File: src/hw/rtl/cbq_pkg.sv
package cbq_pkg;

   // Sizes of the filter
   localparam int MAX_STAGES   = 8;
   localparam int SAMPLE_WIDTH = 24;
   localparam int COEF_WIDTH   = 24;
   localparam int DELAY_WIDTH  = 32;
   localparam int COEF_FRAC    = COEF_WIDTH - 3;
   localparam int NUM_COEFS    = 5;
   localparam int STAGE_W      = (MAX_STAGES > 1) ? $clog2(MAX_STAGES) : 1;

   // Fixed field widths
   localparam int CFG_W        = 4;
   localparam int STAGE_SEL_W  = 3;
   localparam int COEF_SEL_W   = 3;
   localparam logic [CFG_W-1:0] STAGES_RESET = 4'd8;

   // Product and accumulator widths
   localparam int PROD_W = SAMPLE_WIDTH + COEF_WIDTH;
   localparam int RND_W  = PROD_W + 1 - COEF_FRAC;
   localparam int WIDE_W = (RND_W > DELAY_WIDTH) ? RND_W : DELAY_WIDTH;
   localparam int ACC_W  = WIDE_W + 2;

   // Stream packing
   localparam int STAGE_LSB     = SAMPLE_WIDTH;
   localparam int CSEL_LSB      = STAGE_LSB + STAGE_SEL_W;
   localparam int COEF_LSB      = CSEL_LSB + COEF_SEL_W;
   localparam int REQ_DATA_BITS = COEF_LSB + COEF_WIDTH;
   localparam int REQ_TDATA_W   = ((REQ_DATA_BITS + 7) / 8) * 8;
   localparam int RSP_TDATA_W   = ((SAMPLE_WIDTH + 7) / 8) * 8;

   typedef logic signed [SAMPLE_WIDTH-1:0] sample_type;
   typedef logic signed [COEF_WIDTH-1:0]   coef_type;
   typedef logic signed [DELAY_WIDTH-1:0]  delay_type;
   typedef logic signed [RND_W-1:0]        rnd_type;
   typedef logic signed [ACC_W-1:0]        acc_type;
   typedef logic [STAGE_W-1:0]             stage_type;

   typedef enum logic {
      REQ_FILTER = 1'b0,
      REQ_COEF   = 1'b1
   } req_kind_type;

   typedef enum logic [COEF_SEL_W-1:0] {
      COEF_B0 = 3'd0,
      COEF_B1 = 3'd1,
      COEF_B2 = 3'd2,
      COEF_A1 = 3'd3,
      COEF_A2 = 3'd4
   } coef_sel_type;

   typedef enum logic [2:0] {
      ST_IDLE,
      ST_MUL_X,
      ST_CALC_Y,
      ST_MUL_Y,
      ST_WRITE,
      ST_DONE
   } seq_state_type;

   // Datapath strobes from the sequencer
   typedef struct packed {
      logic load_sample;
      logic mul_x;
      logic calc_y;
      logic mul_y;
      logic write_back;
      logic load_rsp;
   } dp_ctl_type;

   typedef struct packed {
      coef_type b0;
      coef_type b1;
      coef_type b2;
      coef_type a1;
      coef_type a2;
   } coef_row_type;

   typedef struct packed {
      logic       clip;
      sample_type value;
   } sat_sample_type;

   typedef struct packed {
      logic      clip;
      delay_type value;
   } sat_delay_type;

   localparam sample_type SAMPLE_MAX = {1'b0, {(SAMPLE_WIDTH-1){1'b1}}};
   localparam sample_type SAMPLE_MIN = {1'b1, {(SAMPLE_WIDTH-1){1'b0}}};
   localparam delay_type  DELAY_MAX  = {1'b0, {(DELAY_WIDTH-1){1'b1}}};
   localparam delay_type  DELAY_MIN  = {1'b1, {(DELAY_WIDTH-1){1'b0}}};
   localparam logic signed [PROD_W:0] ROUND_HALF = (PROD_W+1)'(1) << (COEF_FRAC - 1);

   // Product rounded half up to the sample fraction
   function automatic rnd_type round_product(input sample_type a, input coef_type c);
      logic signed [PROD_W-1:0] p;
      logic signed [PROD_W:0]   t;
      p = PROD_W'(a) * PROD_W'(c);
      t = (PROD_W+1)'(p) + ROUND_HALF;
      return $signed(t[PROD_W:COEF_FRAC]);
   endfunction

   function automatic sat_sample_type sat_sample(input acc_type v);
      sat_sample_type r;
      logic [ACC_W-SAMPLE_WIDTH:0] hi;
      hi = v[ACC_W-1:SAMPLE_WIDTH-1];
      r.clip = !((&hi) || !(|hi));
      if (r.clip) begin
         r.value = v[ACC_W-1] ? SAMPLE_MIN : SAMPLE_MAX;
      end else begin
         r.value = $signed(v[SAMPLE_WIDTH-1:0]);
      end
      return r;
   endfunction

   function automatic sat_delay_type sat_delay(input acc_type v);
      sat_delay_type r;
      logic [ACC_W-DELAY_WIDTH:0] hi;
      hi = v[ACC_W-1:DELAY_WIDTH-1];
      r.clip = !((&hi) || !(|hi));
      if (r.clip) begin
         r.value = v[ACC_W-1] ? DELAY_MIN : DELAY_MAX;
      end else begin
         r.value = $signed(v[DELAY_WIDTH-1:0]);
      end
      return r;
   endfunction

endpackage

File: src/hw/rtl/cbq_delay_mem.sv
module cbq_delay_mem
   import cbq_pkg::*;
(
   input  logic      clock,
   input  logic      reset,
   input  logic      rd_en,
   input  stage_type rd_stage,
   input  logic      wr_en,
   input  stage_type wr_stage,
   input  delay_type wr_s1,
   input  delay_type wr_s2,
   input  logic      clr_en,
   input  stage_type clr_stage,
   output delay_type rd_s1,
   output delay_type rd_s2
);

   logic [2*DELAY_WIDTH-1:0] mem [MAX_STAGES];
   logic [MAX_STAGES-1:0]    valid_ff;
   logic [2*DELAY_WIDTH-1:0] rd_data_ff;
   logic                     rd_vld_ff;

   // Delay pair store, s2 in the upper half
   always_ff @(posedge clock) begin
      if (wr_en) begin
         mem[wr_stage] <= {wr_s2, wr_s1};
      end
      if (rd_en) begin
         rd_data_ff <= mem[rd_stage];
      end
   end

   // Valid flags: cleared by reset and by a coefficient write to the stage
   always_ff @(posedge clock) begin
      if (reset) begin
         valid_ff  <= '0;
         rd_vld_ff <= 1'b0;
      end else begin
         if (clr_en) begin
            valid_ff[clr_stage] <= 1'b0;
         end else if (wr_en) begin
            valid_ff[wr_stage] <= 1'b1;
         end
         if (rd_en) begin
            rd_vld_ff <= valid_ff[rd_stage];
         end
      end
   end

   assign rd_s1 = rd_vld_ff ? $signed(rd_data_ff[DELAY_WIDTH-1:0]) : '0;
   assign rd_s2 = rd_vld_ff ? $signed(rd_data_ff[2*DELAY_WIDTH-1:DELAY_WIDTH]) : '0;

endmodule

File: config.mk
export PLATFORM = sky130hd
export DESIGN_NAME = cbq_delay_mem
export DESIGN_NICKNAME = d
export VERILOG_FILES = /design/src/hw/rtl/cbq_pkg.sv /design/src/hw/rtl/cbq_delay_mem.sv
export SDC_FILE = /design/constraint.sdc
export NUM_CORES = 1
export LEC_CHECK = 0
export BUFFER_PORTS_ARGS = -buffer_cell sky130_fd_sc_hd__buf_4
export CAP_MARGIN = 20
export CORE_MARGIN = 2
export CORE_UTILIZATION = 33
export DETAILED_ROUTE_END_ITERATION = 12
export PLACE_DENSITY = 0.54
export REMOVE_ABC_BUFFERS = 1
export SETUP_SLACK_MARGIN = 0.3
export SYNTH_ARGS = -nofsm -noshare
export SYNTH_HDL_FRONTEND = slang
export SYNTH_SLANG_ARGS = --single-unit
export TNS_END_PERCENT = 10
File: constraint.sdc
create_clock -name clock -period 7.3 [get_ports clock]
set_input_delay 1.095 -clock clock [delete_from_list [all_inputs] [get_ports clock]]
set_output_delay 1.095 -clock clock [all_outputs]
set_load 0.02 [all_outputs]
==> run metrics <==
status finished clean; Async SR Flop Fraction 0%; CP Capture Point rd_s2[1]; worst hold path class register to register; Slew Limit Fails 0; vias in the first global route 10,800; DR pass1 iterations 5; first-pass GRT wire length around 70 mm; Hold-fix buffers, CTS 0; Worst-Margin Slew 1060 ps; start point of the critical path rd_vld_ff$_SDFFE_PP0P_; Total GRT Usage 13.9%; Clock Skews 26.7 ps; DP HPWL 24.6 mm; die area 68,900 um2; initial antenna violation count 6; root buf cell clkbuf_16; DRC Markers 0; register bit total from synthesis 585; crit end category primary output; CTS tree done; total of max-cap violations 0; Setup-failing EPs final 0; worst vdd ir 0.192 mV; worst r2r src rd_vld_ff$_SDFFE_PP0P_; Vert. Die Dim 263 um; fmax 286 MHz; syn avg cell area 23.5 um2; PortBufs 141; Yosys cell types 26; post-CTS setup repair buffer count 0; Leak ~0.0085 uW; drt first-iter violations 679; num rows 94; Worst Reg-to-Reg Cells 3; Core Region 66,000 um2; layout cells sized above 1 38.3%; R2R Path End rd_vld_ff$_SDFFE_PP0P_; clk_lat worst skew between 600 and 700 ps; Vias/cell 4.82; slowest CP cell dfxtp_2; yosys synthesis warning count 0; clk sink count 585; global placement routability congestion 0.681; EDFF count, synth 576; Post-Route WL around 48 mm; Synth Cell Area 22,100 um2; antenna-violating nets left 0; clock tree buffer depth 3; FF-to-FF setup slack 5620 ps; routed via count 9,779; GRT overflow 0; Post-Syn Instances 939; cell mode on critical path buf_4; Worst-path clk slew 60 ps; critical path data arrival time around 2400 ps; worst endpoint required time roughly 6200 ps; pin count of the biggest net entering global routing 76; I/O pins 142; Tcrit/Tclk final 48.0%; placed cell count 1,917; Worst setup SP type register; PD cells 276 nW/um2; Setup TNS Final 0 ps; register area share after synthesis a little under 80%; post_cts resized 0; Hold Vio Cnt, Final 0; Worst Path Max Fanout between 40 and 50; max_slew headroom 29.2%; top_reg_cell synth edfxtp_1; Initial Utilization between 30% and 40%; Routed wire per std cell 23.5 um; Die Wd 263 um; Area Growth Syn to Fin 18.1%; RSZ-0062 raised after global routing no; fin crit period ~3500 ps; # H-tree levels 2; crit path kind register to primary output; worst path cell trace buf_4 -> and2_1 -> buf_4; TritonCTS Buffers 61; slowest cell delay on critical path 630 ps; nets 1,194; Layout Cells excl Fill 2,028
worst min path at each step:
stage               slack (ps)                startpoint                        to  depth (start not counted)
floorplan                  440  valid_ff[2]$_SDFFE_PP0P_  valid_ff[2]$_SDFFE_PP0P_                          2
finish                     490  valid_ff[5]$_SDFFE_PP0P_  valid_ff[5]$_SDFFE_PP0P_                          2
CTS                        490  valid_ff[2]$_SDFFE_PP0P_  valid_ff[2]$_SDFFE_PP0P_                          2
global route               500  valid_ff[2]$_SDFFE_PP0P_  valid_ff[2]$_SDFFE_PP0P_                          2
detailed placement         480  valid_ff[2]$_SDFFE_PP0P_  valid_ff[2]$_SDFFE_PP0P_                          2
global placement           470  valid_ff[2]$_SDFFE_PP0P_  valid_ff[2]$_SDFFE_PP0P_                          2
through the flow:
step	setup slack [ps]	cell area (um2)	total power, uW	util, %	hold WS, ps
after detailed placement	3670	24200	4330	36.6	479
after CTS	3680	26100	7290	39.5	489
after global routing	3600	26100	7440	39.5	495
after floorplan	1110	21800	4110	-	442
final	3800	26100	7180	39.5	493
after global placement	3710	24200	4320	36.6	466
sequential cells by signal, indices dropped and copies added, names as in the netlist:
signal / flops
rd_data_ff: 64
mem: 512
rd_vld_ff: 1
valid_ff: 8
critical path, delay by kind of cell (launching register included):
family | cells | cell delay [ps]
buffers and inverters | 2 | 760
DFF | 1 | 630
and+or+nand+nor | 1 | 350
where the power goes:
part | switching [uW] | internal, uW | total, uW
combinational | 208 | 180 | 388
sequential | 29.2 | 3830 | 3860
clock | 1230 | 1700 | 2930
synthesized netlist by cell type (2+ instances only):
cell      number  area (um2)
dfxtp_1        9         180
buf_2          7        35.0
a21oi_1        5        25.0
nor2b_1        2        12.5
and2_1        64         400
mux2_2        64         721
nor3_1         5        25.0
mux4_2       129        2910
nand4b_1       2        17.5
buf_6         10         113
nand2b_1       4        25.0
buf_1         11        41.3
nor2_1        12        45.0
mux2i_1        4        40.0
clkbuf_1      18        67.6
edfxtp_1     576       17300
nor3b_1        2        15.0
a211oi_1       2        15.0
nand2_1        6        22.5
placed cells by master, fill, tap and decap left out, types with 5 or more instances in the layout:
cell       instances
dfxtp_1            8
mux2_2            64
nor2_4             6
a21oi_1            5
clkinv_2          12
mux4_2           129
edfxtp_1         576
clkinv_1          13
clkbuf_16         63
buf_4            157
nor2_1             6
clkbuf_1          13
and2_1            64
nand2_1            6
per-layer routing:
layer | up-vias | routed length (um) | GRT usage [%]
met5 | - | 80 | 0
met3 | 71 | 2220 | 3.11
met4 | 12 | 779 | 3.29
met1 | 5218 | 20800 | 18.4
met2 | 214 | 23700 | 23.2
li1 | 4264 | - | -
kinds of logic after synthesis:
kind of cell           after synthesis  synth area share, %
DFF                                585                 79.2
AOI/OAI and AO/OA                   13                0.374
buffers and inverters               46                 1.16
muxes                              197                 16.6
and+or+nand+nor                     98                 2.59
layout make-up:
type / instances / area (um2)
clock inverters: 31 / 224
well taps: 864 / 1080
clock buffers: 79 / 1670
repair buffers: 160 / 1220
multi-input cells: 308 / 4380
fillers: 5843 / 39900
diodes: 1 / 2.50
flip-flops and latches: 585 / 17500
No activity file was read; power rests on OpenSTA's default activity.
