<file path="config.mk">
export PLATFORM = sky130hd
export DESIGN_NAME = cbq_coef_mem
export DESIGN_NICKNAME = d
export VERILOG_FILES = /design/src/hw/rtl/cbq_pkg.sv /design/src/hw/rtl/cbq_coef_mem.sv
export SDC_FILE = /design/constraint.sdc
export NUM_CORES = 1
export LEC_CHECK = 0
export ABC_CLOCK_PERIOD_IN_PS = 3200
export BUFFER_PORTS_ARGS = -buffer_cell sky130_fd_sc_hd__buf_2
export CORE_ASPECT_RATIO = 1.75
export CORE_MARGIN = 1.5
export CORE_UTILIZATION = 40
export CTS_BUF_LIST = sky130_fd_sc_hd__clkbuf_4 sky130_fd_sc_hd__clkbuf_8 sky130_fd_sc_hd__clkbuf_16
export CTS_CLUSTER_SIZE = 40
export DETAILED_ROUTE_END_ITERATION = 16
export MAX_ROUTING_LAYER = met4
export PLACE_DENSITY = 0.61
export SYNTH_ARGS = -nofsm -noshare
export SYNTH_HDL_FRONTEND = slang
export SYNTH_SLANG_ARGS = --single-unit
</file>
<file path="constraint.sdc">
create_clock -name clock -period 3.2 [get_ports clock]
set_input_delay 0 -clock clock [delete_from_list [all_inputs] [get_ports clock]]
set_output_delay 0 -clock clock [all_outputs]
set_load 0.02 [all_outputs]
</file>
<file path="src/hw/rtl/cbq_pkg.sv">
package cbq_pkg;

   // Sizes of the filter
   localparam int MAX_STAGES   = 8;
   localparam int SAMPLE_WIDTH = 24;
   localparam int COEF_WIDTH   = 24;
   localparam int DELAY_WIDTH  = 32;
   localparam int COEF_FRAC    = COEF_WIDTH - 3;
   localparam int NUM_COEFS    = 5;
   localparam int STAGE_W      = (MAX_STAGES > 1) ? $clog2(MAX_STAGES) : 1;

   // Fixed field widths
   localparam int CFG_W        = 4;
   localparam int STAGE_SEL_W  = 3;
   localparam int COEF_SEL_W   = 3;
   localparam logic [CFG_W-1:0] STAGES_RESET = 4'd8;

   // Product and accumulator widths
   localparam int PROD_W = SAMPLE_WIDTH + COEF_WIDTH;
   localparam int RND_W  = PROD_W + 1 - COEF_FRAC;
   localparam int WIDE_W = (RND_W > DELAY_WIDTH) ? RND_W : DELAY_WIDTH;
   localparam int ACC_W  = WIDE_W + 2;

   // Stream packing
   localparam int STAGE_LSB     = SAMPLE_WIDTH;
   localparam int CSEL_LSB      = STAGE_LSB + STAGE_SEL_W;
   localparam int COEF_LSB      = CSEL_LSB + COEF_SEL_W;
   localparam int REQ_DATA_BITS = COEF_LSB + COEF_WIDTH;
   localparam int REQ_TDATA_W   = ((REQ_DATA_BITS + 7) / 8) * 8;
   localparam int RSP_TDATA_W   = ((SAMPLE_WIDTH + 7) / 8) * 8;

   typedef logic signed [SAMPLE_WIDTH-1:0] sample_type;
   typedef logic signed [COEF_WIDTH-1:0]   coef_type;
   typedef logic signed [DELAY_WIDTH-1:0]  delay_type;
   typedef logic signed [RND_W-1:0]        rnd_type;
   typedef logic signed [ACC_W-1:0]        acc_type;
   typedef logic [STAGE_W-1:0]             stage_type;

   typedef enum logic {
      REQ_FILTER = 1'b0,
      REQ_COEF   = 1'b1
   } req_kind_type;

   typedef enum logic [COEF_SEL_W-1:0] {
      COEF_B0 = 3'd0,
      COEF_B1 = 3'd1,
      COEF_B2 = 3'd2,
      COEF_A1 = 3'd3,
      COEF_A2 = 3'd4
   } coef_sel_type;

   typedef enum logic [2:0] {
      ST_IDLE,
      ST_MUL_X,
      ST_CALC_Y,
      ST_MUL_Y,
      ST_WRITE,
      ST_DONE
   } seq_state_type;

   // Datapath strobes from the sequencer
   typedef struct packed {
      logic load_sample;
      logic mul_x;
      logic calc_y;
      logic mul_y;
      logic write_back;
      logic load_rsp;
   } dp_ctl_type;

   typedef struct packed {
      coef_type b0;
      coef_type b1;
      coef_type b2;
      coef_type a1;
      coef_type a2;
   } coef_row_type;

   typedef struct packed {
      logic       clip;
      sample_type value;
   } sat_sample_type;

   typedef struct packed {
      logic      clip;
      delay_type value;
   } sat_delay_type;

   localparam sample_type SAMPLE_MAX = {1'b0, {(SAMPLE_WIDTH-1){1'b1}}};
   localparam sample_type SAMPLE_MIN = {1'b1, {(SAMPLE_WIDTH-1){1'b0}}};
   localparam delay_type  DELAY_MAX  = {1'b0, {(DELAY_WIDTH-1){1'b1}}};
   localparam delay_type  DELAY_MIN  = {1'b1, {(DELAY_WIDTH-1){1'b0}}};
   localparam logic signed [PROD_W:0] ROUND_HALF = (PROD_W+1)'(1) << (COEF_FRAC - 1);

   // Product rounded half up to the sample fraction
   function automatic rnd_type round_product(input sample_type a, input coef_type c);
      logic signed [PROD_W-1:0] p;
      logic signed [PROD_W:0]   t;
      p = PROD_W'(a) * PROD_W'(c);
      t = (PROD_W+1)'(p) + ROUND_HALF;
      return $signed(t[PROD_W:COEF_FRAC]);
   endfunction

   function automatic sat_sample_type sat_sample(input acc_type v);
      sat_sample_type r;
      logic [ACC_W-SAMPLE_WIDTH:0] hi;
      hi = v[ACC_W-1:SAMPLE_WIDTH-1];
      r.clip = !((&hi) || !(|hi));
      if (r.clip) begin
         r.value = v[ACC_W-1] ? SAMPLE_MIN : SAMPLE_MAX;
      end else begin
         r.value = $signed(v[SAMPLE_WIDTH-1:0]);
      end
      return r;
   endfunction

   function automatic sat_delay_type sat_delay(input acc_type v);
      sat_delay_type r;
      logic [ACC_W-DELAY_WIDTH:0] hi;
      hi = v[ACC_W-1:DELAY_WIDTH-1];
      r.clip = !((&hi) || !(|hi));
      if (r.clip) begin
         r.value = v[ACC_W-1] ? DELAY_MIN : DELAY_MAX;
      end else begin
         r.value = $signed(v[DELAY_WIDTH-1:0]);
      end
      return r;
   endfunction

endpackage

</file>
<file path="src/hw/rtl/cbq_coef_mem.sv">
module cbq_coef_mem
   import cbq_pkg::*;
(
   input  logic         clock,
   input  logic         reset,
   input  logic         wr_en,
   input  stage_type    wr_stage,
   input  coef_sel_type wr_sel,
   input  coef_type     wr_value,
   input  logic         rd_en,
   input  stage_type    rd_stage,
   output coef_row_type rd_row
);

   // One row per stage, b0 in the lowest word
   logic [NUM_COEFS*COEF_WIDTH-1:0] mem [MAX_STAGES];
   logic [NUM_COEFS-1:0]            valid_ff [MAX_STAGES];
   logic [NUM_COEFS*COEF_WIDTH-1:0] row_ff;
   logic [NUM_COEFS-1:0]            row_vld_ff;

   // Coefficient rows, one word of a row written per transaction
   always_ff @(posedge clock) begin
      if (wr_en) begin
         mem[wr_stage][int'(wr_sel)*COEF_WIDTH +: COEF_WIDTH] <= wr_value;
      end
      if (rd_en) begin
         row_ff <= mem[rd_stage];
      end
   end

   // Written flags: an unwritten coefficient reads as zero
   always_ff @(posedge clock) begin
      if (reset) begin
         for (int s = 0; s < MAX_STAGES; s++) begin
            valid_ff[s] <= '0;
         end
         row_vld_ff <= '0;
      end else begin
         if (wr_en) begin
            valid_ff[wr_stage][wr_sel] <= 1'b1;
         end
         if (rd_en) begin
            row_vld_ff <= valid_ff[rd_stage];
         end
      end
   end

   assign rd_row.b0 = row_vld_ff[COEF_B0] ?
                      row_ff[int'(COEF_B0)*COEF_WIDTH +: COEF_WIDTH] : '0;
   assign rd_row.b1 = row_vld_ff[COEF_B1] ?
                      row_ff[int'(COEF_B1)*COEF_WIDTH +: COEF_WIDTH] : '0;
   assign rd_row.b2 = row_vld_ff[COEF_B2] ?
                      row_ff[int'(COEF_B2)*COEF_WIDTH +: COEF_WIDTH] : '0;
   assign rd_row.a1 = row_vld_ff[COEF_A1] ?
                      row_ff[int'(COEF_A1)*COEF_WIDTH +: COEF_WIDTH] : '0;
   assign rd_row.a2 = row_vld_ff[COEF_A2] ?
                      row_ff[int'(COEF_A2)*COEF_WIDTH +: COEF_WIDTH] : '0;

endmodule

</file>
==> flow_metrics.tcl <==
set metrics [dict create \
    status "completed" \
    fin_crit_sh_pct 87.3 \
    crit_chain "buf_2 -> ha_1 -> fa_1 -> xnor2_4 -> and3_1 -> ha_1 -> buf_4 -> or4_1 -> o21ai_0 -> dlygate4sd3_1 -> buf_4" \
    dr.pass1.iters 5 \
    synth_nets 2403 \
    p_leak_nw 15.0 \
    required_ps 3750 \
    hold_depth 2 \
    clk_latency_ps 700 \
    cp_max_fo 13 \
    synth_seq_cells 1125 \
    grt.total_usage_pct 20.3 \
    grt_pass1_vias 24800 \
    async_reset_ff_share_pct 0 \
    rsz0062_at_grt "false" \
    grt_pass1_wl_um 165000 \
    die_h_um 447 \
    tns_ps 0 \
    synth_area_um2 45100 \
    post_cts_buffers 0 \
    peakVddDrop_mv 0.428 \
    grt_antenna_before_repair 12 \
    whs_endpoint "mem[5][10]$_DFFE_PP_" \
    setup_slack_ps 408 \
    power.density_nw_per_um2 577 \
    worstSetupStartpointType "primary input" \
    fin_skew_ps 20.2 \
    ys.flop_type "edfxtp_1" \
    grt.overflow.total 0 \
    cts_root_buf "clkbuf_16" \
    worstRegToRegCells 2 \
    maxCapViolations 0 \
    final_common_cell "edfxtp_1" \
    clock.fmax_mhz 358 \
    crit_path_end_kind "flop" \
    start_util_pct 40.4 \
    period_minus_slack_ps 2790 \
    hold_start "wr_value[10]" \
    cp.buffers_inverters 4 \
    vias 23200 \
    grt_max_degree 74 \
    vias_per_cell 5.39 \
    drt-wirelength-per-cell_um 26.0 \
    finalSetupViolCount 0 \
    core_area_um2 111000 \
    max_stage_delay_ps 700 \
    avgSynthCellArea_um2 19.1 \
    cts_resized 0 \
    synth-edff-count 1080 \
    place.gp.congestion 0.927 \
    fin_nets 2778 \
    post-dp-hpwl_um 77100 \
    numCtsBuffers 95 \
    synth_warnings 0 \
    worst_slew_pin_slew_ps 1320 \
    drt_iter0_drc 1919 \
    fp-row-count 162 \
    drv_slew 0 \
    synth_cells 2357 \
    critPathArrivalTime_ps 3340 \
    critPathSlowestCell "or4_1" \
    place_worst_setup_slack_ps -147 \
    drive_above_1_share_pct 35.5 \
    synth.distinct_cells 59 \
    hp-class "in2reg" \
    dieWidth_um 257 \
    crit_family "buffers and inverters" \
    syn2layout_area_growth_pct 17.5 \
    ys_seq_area_share_pct 74.0 \
    cts_tree "yes" \
    whs_ps 16.2 \
    port_buffers 156 \
    r2r-start "mem[7][16]$_DFFE_PP_" \
    timing_worst_setup_path_type "in2reg" \
    critPathLaunch "wr_sel[0]" \
    clkSinkCount 1125 \
    relSlewSlack_pct 11.5 \
    io_pins 157 \
    r2r_slack_ps 1690 \
    final_cell_mix "edfxtp_1, mux4_2, buf_4" \
    drcViolationCount 0 \
    hold_viol_final 0 \
    htree_num_levels 3 \
    die_area_um2 115000 \
    routed_wl_um 112000 \
    cts.path.max_buffers 3 \
    clkTransAtPathRegs_ps 70 \
    antenna_left 0 \
    timing.rr.end "row_ff[16]$_DFFE_PP_" \
]
==> cell type report <==
cell class | count | area (um^2)
Antenna cell | 13 | 32.5
Inverter | 44 | 165
Multi-Input combinational cell | 1044 | 11200
Sequential cell | 1125 | 33300
Clock buffer | 106 | 2460
Tap cell | 1476 | 1850
Clock inverter | 71 | 742
Fill cell | 9378 | 58600
Timing Repair Buffer | 422 | 3110
==> synth_stat cells, drive strengths merged, types with 42 or more instances <==
| cell type | number | share of area, % |
|---|---|---|
| edfxtp | 1080 | 72 |
| a21oi | 42 | 0.47 |
| buf | 65 | 0.69 |
| mux2 | 130 | 3.2 |
| mux4 | 250 | 12 |
| inv | 43 | 0.36 |
| o22ai | 45 | 0.62 |
| dfxtp | 45 | 2.0 |
| clkbuf | 79 | 0.66 |
| nor3 | 43 | 0.48 |
| nor2 | 169 | 1.4 |
| and2 | 133 | 1.8 |
==> worst max-delay path by stage <==
| stage | slack [ps] | cells past startpoint | end |
|---|---|---|---|
| floorplan | -100 | 13 | mem[6][104]$_DFFE_PP_ |
| global placement | -70 | 10 | mem[1][16]$_DFFE_PP_ |
| detailed placement | -150 | 11 | mem[3][74]$_DFFE_PP_ |
| CTS | 520 | 11 | mem[2][12]$_DFFE_PP_ |
| global route | 270 | 11 | mem[2][12]$_DFFE_PP_ |
| finish | 410 | 11 | mem[2][12]$_DFFE_PP_ |
==> cell families after synthesis <==
| family | Yosys count | synth area share [%] |
|---|---|---|
| fa+ha+maj | 9 | 0.267 |
| mux | 395 | 16.1 |
| flops | 1125 | 74.0 |
| simple gates | 448 | 5.04 |
| xor+xnor | 7 | 0.178 |
| compound gates | 185 | 2.73 |
| buf+inv | 188 | 1.72 |
==> registers in the layout, summed over array words and instances, names as in the netlist <==
name        cells
row_ff        120
valid_ff       40
mem           960
row_vld_ff      5
==> stage by stage <==
stage / total power [mW] / util, % / area, um^2 / cells
finish: 30.5 / 47.5 / 52900 / 4301
global route: 31.4 / 47.5 / 52900 / 4300
global placement: 18.9 / 44.3 / 49400 / 4085
floorplan: 17.9 / - / 45300 / 2357
detailed placement: 18.9 / 44.3 / 49400 / 4085
CTS: 30.8 / 47.5 / 52900 / 4288
==> where the power goes <==
| part | switching (mW) | internal, mW |
|---|---|---|
| combinational | 1.42 | 0.759 |
| sequential | 0.0629 | 16.4 |
| clock | 5.28 | 6.65 |
==> routing by layer <==
layer  share of wire, %  GRT usage (%)
met1                 37           22.8
met2                 54           36.0
met3                4.4           2.71
met4                4.1           8.84
met5                  0              -
==> repair_timing <==
action	CTS	global route
endpoints found under the hold margin	301	0
endpoints found under the setup margin	0	0
hold buffers	26	0
(Power assumes the default switching activity.)
