==> config.mk <==
export PLATFORM = sky130hd
export DESIGN_NAME = cbq_ctrl
export DESIGN_NICKNAME = d
export VERILOG_FILES = /design/src/hw/rtl/cbq_pkg.sv /design/src/hw/rtl/cbq_ctrl.sv
export SDC_FILE = /design/constraint.sdc
export NUM_CORES = 1
export LEC_CHECK = 0
export ABC_CLOCK_PERIOD_IN_PS = 1940
export BUFFER_PORTS_ARGS = -buffer_cell sky130_fd_sc_hd__buf_4
export CORE_UTILIZATION = 40
export CTS_CLUSTER_DIAMETER = 100
export DETAILED_ROUTE_END_ITERATION = 8
export PLACE_DENSITY = 0.74
export SLEW_MARGIN = 20
export SYNTH_ARGS = -nofsm -noshare
export SYNTH_HDL_FRONTEND = slang
export SYNTH_SLANG_ARGS = --single-unit
==> constraint.sdc <==
create_clock -name clock -period 1.94 [get_ports clock]
set_input_delay 0.291 -clock clock [delete_from_list [all_inputs] [get_ports clock]]
set_output_delay 0.291 -clock clock [all_outputs]
set_load 0.005 [all_outputs]
==> src/hw/rtl/cbq_pkg.sv <==
package cbq_pkg;

   // Sizes of the filter
   localparam int MAX_STAGES   = 8;
   localparam int SAMPLE_WIDTH = 24;
   localparam int COEF_WIDTH   = 24;
   localparam int DELAY_WIDTH  = 32;
   localparam int COEF_FRAC    = COEF_WIDTH - 3;
   localparam int NUM_COEFS    = 5;
   localparam int STAGE_W      = (MAX_STAGES > 1) ? $clog2(MAX_STAGES) : 1;

   // Fixed field widths
   localparam int CFG_W        = 4;
   localparam int STAGE_SEL_W  = 3;
   localparam int COEF_SEL_W   = 3;
   localparam logic [CFG_W-1:0] STAGES_RESET = 4'd8;

   // Product and accumulator widths
   localparam int PROD_W = SAMPLE_WIDTH + COEF_WIDTH;
   localparam int RND_W  = PROD_W + 1 - COEF_FRAC;
   localparam int WIDE_W = (RND_W > DELAY_WIDTH) ? RND_W : DELAY_WIDTH;
   localparam int ACC_W  = WIDE_W + 2;

   // Stream packing
   localparam int STAGE_LSB     = SAMPLE_WIDTH;
   localparam int CSEL_LSB      = STAGE_LSB + STAGE_SEL_W;
   localparam int COEF_LSB      = CSEL_LSB + COEF_SEL_W;
   localparam int REQ_DATA_BITS = COEF_LSB + COEF_WIDTH;
   localparam int REQ_TDATA_W   = ((REQ_DATA_BITS + 7) / 8) * 8;
   localparam int RSP_TDATA_W   = ((SAMPLE_WIDTH + 7) / 8) * 8;

   typedef logic signed [SAMPLE_WIDTH-1:0] sample_type;
   typedef logic signed [COEF_WIDTH-1:0]   coef_type;
   typedef logic signed [DELAY_WIDTH-1:0]  delay_type;
   typedef logic signed [RND_W-1:0]        rnd_type;
   typedef logic signed [ACC_W-1:0]        acc_type;
   typedef logic [STAGE_W-1:0]             stage_type;

   typedef enum logic {
      REQ_FILTER = 1'b0,
      REQ_COEF   = 1'b1
   } req_kind_type;

   typedef enum logic [COEF_SEL_W-1:0] {
      COEF_B0 = 3'd0,
      COEF_B1 = 3'd1,
      COEF_B2 = 3'd2,
      COEF_A1 = 3'd3,
      COEF_A2 = 3'd4
   } coef_sel_type;

   typedef enum logic [2:0] {
      ST_IDLE,
      ST_MUL_X,
      ST_CALC_Y,
      ST_MUL_Y,
      ST_WRITE,
      ST_DONE
   } seq_state_type;

   // Datapath strobes from the sequencer
   typedef struct packed {
      logic load_sample;
      logic mul_x;
      logic calc_y;
      logic mul_y;
      logic write_back;
      logic load_rsp;
   } dp_ctl_type;

   typedef struct packed {
      coef_type b0;
      coef_type b1;
      coef_type b2;
      coef_type a1;
      coef_type a2;
   } coef_row_type;

   typedef struct packed {
      logic       clip;
      sample_type value;
   } sat_sample_type;

   typedef struct packed {
      logic      clip;
      delay_type value;
   } sat_delay_type;

   localparam sample_type SAMPLE_MAX = {1'b0, {(SAMPLE_WIDTH-1){1'b1}}};
   localparam sample_type SAMPLE_MIN = {1'b1, {(SAMPLE_WIDTH-1){1'b0}}};
   localparam delay_type  DELAY_MAX  = {1'b0, {(DELAY_WIDTH-1){1'b1}}};
   localparam delay_type  DELAY_MIN  = {1'b1, {(DELAY_WIDTH-1){1'b0}}};
   localparam logic signed [PROD_W:0] ROUND_HALF = (PROD_W+1)'(1) << (COEF_FRAC - 1);

   // Product rounded half up to the sample fraction
   function automatic rnd_type round_product(input sample_type a, input coef_type c);
      logic signed [PROD_W-1:0] p;
      logic signed [PROD_W:0]   t;
      p = PROD_W'(a) * PROD_W'(c);
      t = (PROD_W+1)'(p) + ROUND_HALF;
      return $signed(t[PROD_W:COEF_FRAC]);
   endfunction

   function automatic sat_sample_type sat_sample(input acc_type v);
      sat_sample_type r;
      logic [ACC_W-SAMPLE_WIDTH:0] hi;
      hi = v[ACC_W-1:SAMPLE_WIDTH-1];
      r.clip = !((&hi) || !(|hi));
      if (r.clip) begin
         r.value = v[ACC_W-1] ? SAMPLE_MIN : SAMPLE_MAX;
      end else begin
         r.value = $signed(v[SAMPLE_WIDTH-1:0]);
      end
      return r;
   endfunction

   function automatic sat_delay_type sat_delay(input acc_type v);
      sat_delay_type r;
      logic [ACC_W-DELAY_WIDTH:0] hi;
      hi = v[ACC_W-1:DELAY_WIDTH-1];
      r.clip = !((&hi) || !(|hi));
      if (r.clip) begin
         r.value = v[ACC_W-1] ? DELAY_MIN : DELAY_MAX;
      end else begin
         r.value = $signed(v[DELAY_WIDTH-1:0]);
      end
      return r;
   endfunction

endpackage

==> src/hw/rtl/cbq_ctrl.sv <==
module cbq_ctrl
   import cbq_pkg::*;
(
   input  logic                   clock,
   input  logic                   reset,
   input  logic                   req_tvalid,
   output logic                   req_tready,
   input  req_kind_type           req_kind,
   input  logic [STAGE_SEL_W-1:0] req_stage,
   input  logic [COEF_SEL_W-1:0]  req_csel,
   input  logic                   csr_valid,
   output logic                   csr_ready,
   input  logic [CFG_W-1:0]       csr_data,
   output logic                   rsp_tvalid,
   input  logic                   rsp_tready,
   output dp_ctl_type             ctl,
   output logic                   rd_en,
   output stage_type              rd_stage,
   output stage_type              wb_stage,
   output logic                   coef_wr_en,
   output stage_type              coef_wr_stage,
   output coef_sel_type           coef_wr_sel
);

   seq_state_type    state_ff, state_in;
   stage_type        stage_ff, stage_in;
   logic [CFG_W-1:0] stages_ff, stages_in;
   logic             rsp_valid_ff, rsp_valid_in;

   logic      req_take;
   logic      filter_take;
   logic      coef_ok;
   logic      at_last;
   logic      rsp_free;
   stage_type last_stage;

   assign req_take    = req_tvalid && req_tready;
   assign filter_take = req_take && (req_kind == REQ_FILTER);
   assign coef_ok     = (req_csel <= COEF_A2) && (int'(req_stage) < MAX_STAGES);
   assign rsp_free    = !rsp_valid_ff || rsp_tready;
   assign at_last     = (stage_ff == last_stage);

   // Stage count clamped to one..MAX_STAGES
   always_comb begin
      if (stages_ff == '0) begin
         last_stage = '0;
      end else if (int'(stages_ff) > MAX_STAGES) begin
         last_stage = STAGE_W'(MAX_STAGES - 1);
      end else begin
         last_stage = STAGE_W'(stages_ff - 1'b1);
      end
   end

   // Next state and stage counter
   always_comb begin
      state_in = state_ff;
      stage_in = stage_ff;
      unique case (state_ff)
         ST_IDLE: begin
            if (filter_take) begin
               state_in = ST_MUL_X;
               stage_in = '0;
            end
         end
         ST_MUL_X:  state_in = ST_CALC_Y;
         ST_CALC_Y: state_in = ST_MUL_Y;
         ST_MUL_Y:  state_in = ST_WRITE;
         ST_WRITE: begin
            if (at_last) begin
               state_in = ST_DONE;
            end else begin
               state_in = ST_MUL_X;
               stage_in = STAGE_W'(stage_ff + 1'b1);
            end
         end
         ST_DONE: begin
            if (rsp_free) begin
               state_in = ST_IDLE;
            end
         end
         default: state_in = ST_IDLE;
      endcase
   end

   // Outputs of the sequencer
   always_comb begin
      ctl             = '0;
      rd_en           = 1'b0;
      rd_stage        = STAGE_W'(stage_ff + 1'b1);
      req_tready      = 1'b0;
      coef_wr_en      = 1'b0;
      unique case (state_ff)
         ST_IDLE: begin
            req_tready      = 1'b1;
            ctl.load_sample = filter_take;
            rd_en           = filter_take;
            rd_stage        = '0;
            coef_wr_en      = req_take && (req_kind == REQ_COEF) && coef_ok;
         end
         ST_MUL_X:  ctl.mul_x  = 1'b1;
         ST_CALC_Y: ctl.calc_y = 1'b1;
         ST_MUL_Y:  ctl.mul_y  = 1'b1;
         ST_WRITE: begin
            ctl.write_back = 1'b1;
            rd_en          = !at_last;
         end
         ST_DONE:   ctl.load_rsp = rsp_free;
         default:   ctl = '0;
      endcase
   end

   assign wb_stage      = stage_ff;
   assign coef_wr_stage = STAGE_W'(req_stage);
   assign coef_wr_sel   = coef_sel_type'(req_csel);

   // Result handshake and stage count register
   always_comb begin
      rsp_valid_in = rsp_valid_ff;
      if (ctl.load_rsp) begin
         rsp_valid_in = 1'b1;
      end else if (rsp_tready) begin
         rsp_valid_in = 1'b0;
      end
      stages_in = csr_valid ? csr_data : stages_ff;
   end

   always_ff @(posedge clock) begin
      if (reset) begin
         state_ff     <= ST_IDLE;
         stage_ff     <= '0;
         stages_ff    <= STAGES_RESET;
         rsp_valid_ff <= 1'b0;
      end else begin
         state_ff     <= state_in;
         stage_ff     <= stage_in;
         stages_ff    <= stages_in;
         rsp_valid_ff <= rsp_valid_in;
      end
   end

   assign csr_ready  = 1'b1;
   assign rsp_tvalid = rsp_valid_ff;

endmodule
==> results of run 1 <==
kinds of logic (layout without fill, tap and decap cells):
| family | after synthesis | after routing | share of synthesized area [%] |
|---|---|---|---|
| AO/OA/AOI/OAI | 20 | 20 | 19.21 |
| XOR/XNOR | 4 | 4 | 4.445 |
| adder cells (fa/ha/maj) | 3 | 3 | 4.444 |
| buffers and inverters | 20 | 49 | 13.33 |
| flip-flops | 11 | 11 | 27.94 |
| multiplexers | 3 | 3 | 3.810 |
| other | 1 | 1 | 0.4757 |
| AND/OR/NAND/NOR | 40 | 40 | 26.35 |
flip-flops by register name (all words and copies together) (netlist names):
register,flops
stages_ff,4
rsp_tvalid,1
wb_stage,3
state_ff,3
layout make-up:
| type | count | area share, % |
|---|---|---|
| Clock buffer | 4 | 2.389 |
| Timing Repair Buffer | 38 | 26.62 |
| Tap cell | 25 | 2.844 |
| Inverter | 7 | 2.389 |
| Multi-Input combinational cell | 71 | 45.51 |
| Sequential cell | 11 | 20.25 |
report_power, final:
group          switching [µW]  internal [µW]  leakage [µW]
Clock                    86.8           79.8     0.0000150
Combinational             239            317      0.000407
Sequential               93.4            269     0.0000909
placed cells by master, fill, tap and decap left out, drive strengths merged, types with 2 or more instances in the layout:
cell    Yosys  layout
a21oi       3       3
a311oi      2       2
buf         8      38
clkbuf      5       4
dfxtp      11      11
ha          2       2
inv         7       7
mux2i       3       3
nand2      12      12
nand2b      2       2
nand3       2       2
nor2       11      11
nor2b       2       2
nor3        2       2
nor3b       2       2
nor4b       2       2
o211ai      2       2
o21ai       5       5
o22ai       2       2
xnor2       2       2
xor2        2       2
how the worst max path moves through the flow:
stage	from	to	slack, ns	cells after the start
6_report	stages_ff[0]	rd_en	-0.31	8
5_1_grt	stages_ff[1]	rd_en	-0.36	8
4_1_cts	stages_ff[1]	rd_en	-0.31	8
3_5_place_dp	stages_ff[1]	wb_stage[1]	-0.19	9
3_3_place_gp	stages_ff[1]	rd_en	-0.06	8
2_1_floorplan	stages_ff[0]	rd_en	0.004	7
worst max-delay path, delay by kind of cell, from the launching register on:
kind / cells / cell delay, ns
flops: 1 / 0.34
buf+inv: 2 / 0.15
fa+ha+maj: 1 / 0.27
simple gates: 1 / 0.24
compound gates: 4 / 0.66
what timing repair did:
item,CTS,global route
pin swaps,8,4
buffers inserted,2,2
hold buffers,0,0
endpoints found under the hold margin,0,0
gates resized for setup,10,3
setup endpoints to repair,4,5
layer usage:
metal  up-vias  global-route usage [%]
met1       381                   23.39
met3         4                   3.137
met2        39                   35.83
li1        398                       -
met5         -                       0
met4         0                   11.76
per-stage QoR:
| stage | setup TNS (ns) | util, % | hold slack [ns] | power [µW] | std cells |
|---|---|---|---|---|---|
| 6_report | -0.4749 | 61.68 | 0.2309 | 1085 | 156 |
| 5_1_grt | -0.7594 | 61.68 | 0.2463 | 1167 | 156 |
| 4_1_cts | -0.3062 | 60.49 | 0.2325 | 1053 | 155 |
| 3_5_place_dp | -0.5408 | 56.84 | 0.4907 | 862.1 | 150 |
| 3_3_place_gp | -0.1176 | 56.84 | 0.4787 | 839.1 | 150 |
| 2_1_floorplan | 0 | - | 0.4214 | 625.4 | 102 |
==> results.md, run 1 <==
* Hold Crit Start: csr_data[3]
* DP Wirelength at approximately 1.5 mm
* Diodes inserted at 0
* Final instance area at 1100 µm²
* DR vias/cell at around 5.3
* Clock transition at the registers of the reported paths at ~0.070 ns
* Net Count, Synth at 120
* Synth top area share at around 28%
* Worst R2R Path Depth at 10
* Synthesized instance count at 102
* Worst IR Drop VDD at roughly 0.00051 V
* DIE AREA at between 2000 and 2500 µm²
* Met2 routed WL at 1.026 mm
* Most frequent cell after synthesis: nand2_1
* Crit-path cells: inv_2 -> ha_4 -> and4bb_1 -> a311oi_2 -> a311oi_2 -> o21ai_2 -> a21o_2 -> buf_6
* Placed Area at 1013 µm²
* Warnings, synthesis at 0
* Main synth FF type: dfxtp_1
* Syn Area/Cell at approximately 7.7 µm²
* Sink Count at 11
* Initial Utilization at approximately 44%
* Critical-path maximum fanout at 5
* Hold EP: stages_ff[3]
* Critical Path RT at 1.65 ns
* Max Used Layer: met4
* Final nets at 150
* Die Ht at 46.39 µm
* Max Fclk at approximately 440 MHz
* Deepest clock path buffer count at 2
* Final Max Slew Viols at 0
* GRT overflow at 0
* Vias at between 800 and 900
* Layout cells sized above 1 at between 40 and 50%
* Area of the multi-input gates at ~500 µm²
* Worst reg2reg endpoint: wb_stage[2]
* Root Buffer Master: clkbuf_4
* Top cells by area, synth: dfxtp_1 28%, buf_4 7.6%, nand2_1 5.7%
* CP most frequent cell: a311oi_2
* Power Dens Cells at 986.3 nW/µm²
* Post-route ant nets at 0
* Crit-path max cell delay at 0.34 ns
* Startpoint types: flip-flop
* Failing checks: setup timing
* Fin crit share at 116.0%
* Final Hold Fails at 0
* Fill cell total of the finished layout at 168
* Ys async rst share at 0%
* Rows at 15
* Core area at around 1800 µm²
* Reg2Reg Setup Slack at -0.07 ns
* Max-Cap Viols at 0
* Met3 Wirelength at 119 µm
* Relative slew slack at 62.33%
* # port buffers at 31
* Metal-1 WL at 838 µm
* H-tree Lvls at 1
* DRT iter0 DRCs at 10
* Reg area at 222.7 µm²
* First-pass GRT wire length at just over 3 mm
* Slowest cell on crit path: dfxtp_2
* P_leak at 0.0005124 µW
* Syn-to-layout area delta at 39.52%
* Worst Hold Depth at 3
* Unique cell type count in the Yosys netlist at 37
* Worst skew pair latency at between 0.2 and 0.3 ns
* DRT Wirelength at 2.003 mm
* Initial antenna violation count at 0
* Global Route Usage Sum at approximately a fifth
* Hold Crit Class: in -> reg
* Slew @ Worst Pin at between 0.5 and 0.6 ns
* RSZ-0062 raised after global routing: true
* WL per Instance at around 13 µm
* Largest net degree at the start of global routing at 12
* Place WS at -0.1870 ns
* Number of global-route vias before repair at roughly 740
* Drt drc at 0
* Mapped cell area at about 800 µm²
* Clock Skews at a little under 0.0003 ns
* Number of synthesized register bits at 11
* Setup Viol. Count Final at 4
* Num ports at 39
* CTS tree: yes
* DR pass1 iterations at 4
* Post-synth top cells: 12 x nand2_1, 11 x dfxtp_1, 11 x nor2_1
* CP Data Arrival Time at ~2.0 ns
* EDFF count, synth at 0
* Die width at about 46 µm
* Final min period at around 2.2 ns
* Sequential element share of the synthesized area at between 20 and 30%
* Worst setup margin at -0.3095 ns
* Area leader, netlist: dfxtp_1
* GPL Wtd Cong at between 0.8 and 0.9
* Critical path class: reg -> out
* Status: finished, violations left
* CTS buffer count at 3
* Reg2reg start: stages_ff[0]
* Endpoint class of the critical path: output port
Note: power is estimated with default switching activity, not from simulation.
==> run 2, diff against run 1 <==
--- a/config.mk
+++ b/config.mk
@@ -10,8 +10,9 @@
 export CORE_UTILIZATION = 40
 export CTS_CLUSTER_DIAMETER = 100
 export DETAILED_ROUTE_END_ITERATION = 8
-export PLACE_DENSITY = 0.74
+export PLACE_DENSITY = 0.72
 export SLEW_MARGIN = 20
 export SYNTH_ARGS = -nofsm -noshare
 export SYNTH_HDL_FRONTEND = slang
 export SYNTH_SLANG_ARGS = --single-unit
+export TNS_END_PERCENT = 20
==> results.md, run 2 (synthesized netlist as in run 1, its figures left out) <==
* Status: finished, violations left
* Failing checks: setup timing
* P_leak at 0.0005195 µW (+1.4%)
* Sink Count at 11 (unchanged)
* CTS tree: yes
* GRT overflow at 0 (unchanged)
* Placed Area at 1021 µm² (+0.74%)
* Startpoint types: flip-flop
* Final Max Slew Viols at 0 (unchanged)
* Slew @ Worst Pin at 0.5529 ns (-0.007836 ns)
* Deepest clock path buffer count at 2 (unchanged)
* Critical-path maximum fanout at 3 (-2)
* Top reg by flops: stages_ff
* Global Route Usage Sum at 19.84% (-0.74 points)
* Worst R2R Path Depth at 9 (-1)
* CTS buffer count at 3 (unchanged)
* First-pass GRT wire length at 2.946 mm (-5.1%)
* Rows at 15 (unchanged)
* Commonest cells after routing, fill and taps aside: 39 x buf_4, 12 x nand2_1, 10 x nor2_1
* Diodes inserted at 0 (unchanged)
* Layout cells sized above 1 at 44.36% (+1.6 points)
* Root Buffer Master: clkbuf_4
* Final min period at 2.228 ns (-0.02137 ns)
* Final nets at 152 (+1.3%)
* Worst IR Drop VDD at 0.0007303 V (+43%)
* Hold EP: stages_ff[3]
* Worst skew pair latency at 0.28 ns (about the same)
* Power Dens Cells at 973.0 nW/µm² (-1.4%)
* WL per Instance at 12.42 µm (-3.2%)
* GPL Wtd Cong at 0.8042 (-3.4%)
* Critical Path RT at 1.65 ns (about the same)
* Core area at 1783 µm² (unchanged)
* Endpoint class of the critical path: output port
* Initial Utilization at 44.21% (unchanged)
* Max FFs per register at 4 (unchanged)
* Critical path class: reg -> out
* Die Ht at 46.39 µm (unchanged)
* Worst setup margin at -0.2881 ns (+0.02137 ns)
* Vias at 817 (-0.61%)
* Drt drc at 0 (unchanged)
* DRT Wirelength at 1.963 mm (-2.0%)
* DR pass1 iterations at 4 (unchanged)
* Num ports at 39 (unchanged)
* Largest net degree at the start of global routing at 12 (unchanged)
* Fill cell total of the finished layout at 161 (-4.2%)
* DIE AREA at 2152 µm² (unchanged)
* # port buffers at 31 (unchanged)
* Hold Crit Class: in -> reg
* Post-route ant nets at 0 (unchanged)
* Initial antenna violation count at 0 (unchanged)
* Syn-to-layout area delta at 40.95%
* CTS hold repair buffers at 0 (unchanged)
* DRT iter0 DRCs at 14 (+4)
* Worst Hold Depth at 3 (unchanged)
* Clock Skews at 0.01022 ns (+0.009927 ns)
* Most common cell after layout, fill and taps aside: buf_4
* Max Fclk at 448.8 MHz (+0.96%)
* Die width at 46.39 µm (unchanged)
* H-tree Lvls at 1 (unchanged)
* DP Wirelength at 1.385 mm (-7.7%)
* Setup Viol. Count Final at 1 (-3)
* Clock transition at the registers of the reported paths at 0.08 ns (about the same)
* Number of global-route vias before repair at 714 (-2.9%)
* RSZ-0062 raised after global routing: true
* Final instance area at 1111 µm² (+1.0%)
* Max-Cap Viols at 0 (unchanged)
* Reg2reg start: stages_ff[0]
* CP Data Arrival Time at 1.94 ns (-0.02 ns)
* Layout Utilization at 62.32% (+0.63 points)
* Fin crit share at 114.9% (-1.1 points)
* DR vias/cell at 5.171 (-1.9%)
* Final Hold Fails at 0 (unchanged)
* Relative slew slack at 62.85% (+0.53 points)
* Reg2Reg Setup Slack at 0.02 ns (+0.09 ns)
* Hold Crit Start: csr_data[3]
* Worst reg2reg endpoint: wb_stage[1]
run 2: area by class of cell:
class,count,area [µm²],share of cell area (%)
multi-input combinational,71,500.5,45.04
timing repair buffer,40,304.0,27.36
sequential,11,222.7,20.05
tap,25,31.28,2.815
clock buffer,4,26.28,2.365
inverter,7,26.28,2.365
run 2: metrics by stage:
step / cells / setup WS, ns / hold WS [ns] / total power, µW / setup TNS [ns]
after floorplan: 102 / 0.003942 / 0.4214 / 625.4 / 0
after global placement: 151 / -0.06519 / 0.4834 / 842.0 / -0.1332
after detailed placement: 151 / -0.07312 / 0.4875 / 862.3 / -0.1984
after CTS: 157 / -0.2610 / 0.2268 / 1074 / -0.2610
after global routing: 158 / -0.3646 / 0.2366 / 1168 / -0.5106
final: 158 / -0.2881 / 0.2352 / 1081 / -0.2881
run 2: critical path, stage by stage, from the launching register on:
cell	delay, ns
dfxtp_2	0.34
inv_2	0.05
ha_4	0.15
and2b_2	0.22
maj3_2	0.34
xor2_2	0.16
o21ai_2	0.08
a21o_2	0.20
buf_6	0.11
run 2: what timing repair did:
action / CTS / global route
buffers inserted: 2 / 1
pin swaps: 5 / 7
gates resized for setup: 10 / 3
endpoints found under the setup margin: 4 / 6
run 2: how the worst max path moves through the flow:
| stage | from | to | slack (ns) |
|---|---|---|---|
| 6_report | stages_ff[0] | rd_en | -0.29 |
| 5_1_grt | stages_ff[0] | rd_en | -0.36 |
| 3_3_place_gp | stages_ff[1] | wb_stage[1] | -0.07 |
| 3_5_place_dp | stages_ff[1] | rd_en | -0.07 |
| 2_1_floorplan | stages_ff[0] | rd_en | 0.004 |
| 4_1_cts | stages_ff[1] | rd_en | -0.26 |
run 2: power by group:
part           internal (µW)  switching [µW]
registers                269            90.5
logic                    316             242
clock network           79.8            83.9
total                    664             417
run 2: layer usage:
| layer | vias to the layer above | GRT usage, % | part of all wire [%] |
|---|---|---|---|
| met5 | - | 0 | 0 |
| met4 | 0 | 10.59 | 2.6 |
| met3 | 8 | 6.275 | 7.9 |
| met2 | 41 | 33.61 | 49 |
| met1 | 365 | 21.65 | 41 |
| li1 | 403 | - | - |
